**config.mk**
```make
export PLATFORM = sky130hd
export DESIGN_NAME = ecf_ram
export DESIGN_NICKNAME = d
export VERILOG_FILES = /design/src/rtl/eulerian_cycle_finder_macros.svh /design/src/rtl/ecf_ram.sv
export SDC_FILE = /design/constraint.sdc
export NUM_CORES = 2
export LEC_CHECK = 0
export BUFFER_PORTS_ARGS = -buffer_cell sky130_fd_sc_hd__buf_4
export CORE_MARGIN = 2
export CORE_UTILIZATION = 45
export CTS_BUF_LIST = sky130_fd_sc_hd__clkbuf_8 sky130_fd_sc_hd__clkbuf_16
export DETAILED_ROUTE_END_ITERATION = 6
export HOLD_SLACK_MARGIN = 0.02
export PLACE_DENSITY = 0.72
export SLEW_MARGIN = 20
export SYNTH_ARGS = -nofsm -noshare
export SYNTH_HDL_FRONTEND = slang
export SYNTH_SLANG_ARGS = --single-unit
```
**constraint.sdc**
```tcl
create_clock -name i_clk -period 3.03 [get_ports i_clk]
set_input_delay 0.606 -clock i_clk [delete_from_list [all_inputs] [get_ports i_clk]]
set_output_delay 0.606 -clock i_clk [all_outputs]
set_load 0.005 [all_outputs]
```
**src/rtl/eulerian_cycle_finder_macros.svh**
```systemverilog
// Assertion helpers used by the RTL.
`ifndef EULERIAN_CYCLE_FINDER_MACROS_SVH
`define EULERIAN_CYCLE_FINDER_MACROS_SVH

// Implication checked at every edge outside reset.
`define ECF_ASSERT_IMP(label, clk, rst_n, ante, cons) \
    label: assert property (@(posedge clk) disable iff (!rst_n) (ante) |-> (cons)) \
        else $error("ecf check failed");

// Implication whose consequent is checked in the next cycle.
`define ECF_ASSERT_NEXT(label, clk, rst_n, ante, cons) \
    label: assert property (@(posedge clk) disable iff (!rst_n) (ante) |=> (cons)) \
        else $error("ecf check failed");

`endif

```
**src/rtl/ecf_ram.sv**
```systemverilog
`timescale 1ns / 1ps
`default_nettype none
module ecf_ram #(
    parameter int WIDTH = 8,
    parameter int DEPTH = 256
) (
    input  wire logic                     i_clk,
    input  wire logic                     i_we,
    input  wire logic [$clog2(DEPTH)-1:0] i_waddr,
    input  wire logic [WIDTH-1:0]         i_wdata,
    input  wire logic [$clog2(DEPTH)-1:0] i_raddr,
    output logic      [WIDTH-1:0]         o_rdata
);
    logic [WIDTH-1:0] r_mem [DEPTH];

    always_ff @(posedge i_clk) begin
        if (i_we) begin
            r_mem[i_waddr] <= i_wdata;
        end
        o_rdata <= r_mem[i_raddr];
    end
endmodule
`default_nettype wire

```
; ---- After elaboration in Yosys (flattened, before gate mapping)
; Memory sizes are Yosys's and may differ from the RTL's. A register that Yosys moved wholly into a read port is not among the register bits.
; Index checks and enable logic that the tools add are counted.
[op_classes]
muxes = 2
[op_table]
columns = cell, n
row1 = 1-bit 2-to-1 mux, 2
[word_totals]
reg_bits = 0
ramBits = 2048
in_bits = 26
output_inout_bits = 8
wordCells = 3
mem_count = 1
[memory_table]
columns = name, depth, word_bits, rd, rd_ports_with_merged_regs, wr, line_no
row1 = r_mem, 256, 8, 1, 1, 1, ecf_ram.sv:14  ; logic [WIDTH-1:0] r_mem [DEPTH];

; ---- Longest topological paths before layout
[depth]
word_depth = 2
depth_mapped = 11
depth_no_buf = 6

; ---- Least setup slack after synthesis
; OpenSTA, ideal clock, no wires.
[synth_path]
kind = input to register
start = in i_raddr[0]
end = reg o_rdata[2], read port of r_mem
setup_time_ns = 0.131
arrival_time_ns = 2.413
t_required_ns = 2.899
setup_slack_ns = 0.486
path_stages = 9
path_buffers = 4
cell_sequence = buf_6 -> buf_12 -> buf_8 -> buf_2 -> mux4_2 -> a22oi_1 -> a21oi_1 -> nor4_1 -> nor4_2
[synth_rtl]
columns = element, line_no
row1 = from (decl), ecf_ram.sv:11  ; input wire logic [$clog2(DEPTH)-1:0] i_raddr,
row2 = to (decl), ecf_ram.sv:12  ; output logic [WIDTH-1:0] o_rdata

==> summary.txt <==
Floorplanning
  • Number of I/O pins: 34
  • Height of the chip: around 420 um
  • # rows: 154
  • Total core area: about 0.18 mm^2
  • Initial standard-cell utilization of the core: between 40% and 50%
  • Die Wd: approximately 420 um
  • Area of the die: 0.1802 mm^2

Placement
  • Quantity of I/O buffers inserted on ports: 33
  • Post-placement cell area: 0.08692 mm^2
  • Global placer's final weighted congestion: around 0.89
  • Detailed-placement wirelength estimate: about 130 mm
  • Post-Place Cells: 6,494

Pwr
  • Fraction of power consumed by the clock network: between 40% and 50%
  • Internal power component: about 46 mW
  • Sw frac: between 20% and 30%
  • Portion of total power attributed to sequential cells: between 50% and 60%
  • Power density of the placed cells: around 620 mW/mm^2
  • Sw power: about 12 mW
  • Leakage dissipation: approximately 30 nW
  • Share of total power in combinational logic: 5.5%
  • Worst supply voltage drop on vdd: 0.5612 mV

Final layout
  • Fin cells: 6,850
  • Layout-stage area growth over the synthesis result: 17.04%
  • Fraction of layout instances using a drive strength above 1: slightly above 30%
  • Count of fill cells added during filler insertion: about 13,000
  • Nets: between 4,000 and 5,000
  • Post-layout instance area: a little over 0.09 mm^2

Yosys
  • Synth async-reset ratio: 0%
  • Number of synthesized register bits: between 2,000 and 2,500
  • Post-synthesis cell count: around 3,700
  • Area of the mapped netlist: roughly 0.080 mm^2
  • Number of enable-type register cells in the synthesized netlist: approximately 2,000
  • Post-synth top area cell: edfxtp_1
  • Top cell type's share of synthesized area: a little under 80%
  • Total of warnings raised by yosys: 0
  • Mean post-synth cell area: between 20 and 25 um^2
  • Synth area leaders: edfxtp_1, mux4_2, mux2i_1
  • Share of the yosys chip area belonging to registers: between 70 and 80%
  • Syn nets: between 3,000 and 4,000
  • Count of different cell masters after synthesis: 55
  • Main synth FF type: edfxtp_1

STA
  • RSZ-0062 raised after global routing: no
  • Final Hold Vio Count: 0
  • Worst rel slew slack: 35.93%
  • Crit share post-route: just under 100%
  • Maximum clock rate: roughly 340 MHz
  • Least-Margin Pin Slew: 0.9537 ns
  • Period minus WS final: about 2.9 ns
  • Final max-slew violation count: 0
  • Clk_skew: about 0.036 ns
  • Count of final setup violators: 0

CTS
  • Clock sinks: 2,056
  • CTS root buf: clkbuf_16
  • # hold bufs at CTS: 0
  • Total CTS buffers: 192
  • Postcts setup bufs: 0
  • Clk buf depth: 3
  • Clock latency reported for the late side of the worst-skew pair: 0.83 ns
  • Worst-path clk slew: approximately 0.060 ns
  • Post-CTS sizing: 0
  • H-tree lvl count: 4
  • Clock tree from TritonCTS: built

Detailed routing
  • Final antenna-violating net count: 0
  • Via/cell ratio: about 6
  • Routed vias: about 41,000
  • Total iterations of the first detailed-routing run: 6
  • Residual DRC: 0
  • Wire length per cell after detailed routing: 29.01 um
  • Number of DRC violations after detailed-routing iteration 0: ~5,800
  • DRT Wirelength: ~200 mm

Worst setup path
  • Required time worst endpoint: approximately 3.7 ns
  • Worst EP arrival: ~3.6 ns
  • Maximum net fanout on the critical path: 13
  • Sort of element at the end of the critical path: register
  • Critical setup path kind: in -> reg
  • Startpoint class of the critical path: input pin

Global route
  • Total GRT Usage: 21.94%
  • Total gr overflow: 0
  • Antenna violations before repair: 3
  • Largest net degree at the start of global routing: approximately 90
  • Via count of the first global-routing pass: slightly above 40,000
  • First-pass GRT wire length: 287.8 mm

Job
  • Number of max-cap violations: 0

Status
  • Run status: finished clean

Worst hold path
  • HP Class: in -> reg
[power groups by stage]
stage / Combinational [mW] / Sequential, mW / Clock, mW
after global placement: 3.13 / 32.0 / 0
after CTS: 3.19 / 31.4 / 23.8
after global routing: 3.35 / 31.4 / 24.8
after floorplan: 1.52 / 32.0 / 0
final: 3.19 / 31.4 / 23.6
after detailed placement: 3.18 / 32.0 / 0
[placed cells by master, fill, tap and decap left out, types with 8 or more instances in the layout]
cell	instances
edfxtp_1	2048
buf_4	575
mux4_2	454
nor2_1	279
clkbuf_16	196
mux2i_1	134
a22oi_1	133
a21oi_1	96
buf_12	69
inv_1	48
o221ai_1	46
clkinv_1	37
nand3_1	34
nand2_1	33
clkinv_2	33
o22ai_1	28
nor2b_1	28
nor3_1	22
nor4_1	22
a211oi_1	16
bufinv_16	16
a221oi_1	13
clkbuf_8	11
nand4_1	10
o211ai_1	10
o21ai_0	10
nand2b_1	8
a22o_1	8
clkinvlp_4	8
dfxtp_1	8
[Yosys cell counts (all sizes together), types with 12 or more instances]
| cell | n |
|---|---|
| a221oi | 14 |
| nor2b | 31 |
| clkbuf | 111 |
| buf | 122 |
| mux4 | 456 |
| nand2 | 33 |
| nor3 | 22 |
| mux2i | 134 |
| a22oi | 133 |
| o22ai | 28 |
| a21oi | 96 |
| nor2 | 282 |
| nand3 | 34 |
| a211oi | 16 |
| o21ai | 12 |
| edfxtp | 2048 |
| o221ai | 47 |
| nor4 | 27 |
[path summary, 6_finish.rpt]
kind | start | cells after the start | endpoint | slack [ns]
worst min-delay path | i_wdata[5] | 1 | r_mem[118][5] | 0.25
worst max register to register | r_mem[211][3] | 7 | o_rdata[3] | 0.16
worst max-delay path | i_raddr[0] | 10 | o_rdata[3] | 0.10
worst min register to register | r_mem[106][7] | 6 | o_rdata[7] | 1.04
[cell families after synthesis]
kind of cell	share of synthesized area [%]
buffers and inverters	1.831
AO/OA/AOI/OAI	3.419
multiplexers	14.62
AND/OR/NAND/NOR	2.628
flip-flops	77.50
[registers in the layout (all words and copies together) (netlist names)]
signal / count
o_rdata: 8
r_mem: 2048
[metrics by stage]
stage	utilization [%]	worst slack, ns	hold WS, ns	total power, mW	setup TNS (ns)
2_1_floorplan	-	0.4861	0.7049	33.50	0
3_3_place_gp	49.41	-0.8825	1.031	35.14	-3.737
3_5_place_dp	49.41	-0.7980	1.024	35.20	-3.402
4_1_cts	52.92	0.05878	0.2405	58.40	0
5_1_grt	52.93	0.1499	0.2460	59.58	0
6_report	52.93	0.1023	0.2465	58.18	0
[area by class of cell]
type                    count  area [um^2]  area share [%]
repair buffers            654         5841           6.273
diodes                      1        2.502        0.002688
flip-flops and latches   2056        61660           66.22
well taps                2340         2928           3.144
multi-input cells        1442        16490           17.71
clock buffers             201         4974           5.341
inverters                   2        7.507        0.008063
clock inverters           154         1207           1.297
[worst max-delay path, cell delays in order]
cell      delay (ns)
buf_8           0.15
buf_12          0.25
buf_12          0.18
mux4_2          0.51
a22o_1          0.24
a221oi_1        0.32
o32ai_1         0.23
buf_4           0.19
nor3_1          0.72
nor4_1          0.16
[metal layers]
metal | GRT usage [%] | vias up | wire length [um]
met5 | 0 | - | 13
met4 | 7.319 | 2 | 6304
met3 | 4.388 | 340 | 18720
met2 | 35.30 | 2358 | 96920
met1 | 30.19 | 21690 | 76760
li1 | - | 16900 | -
No activity file was read; power rests on OpenSTA's default activity.
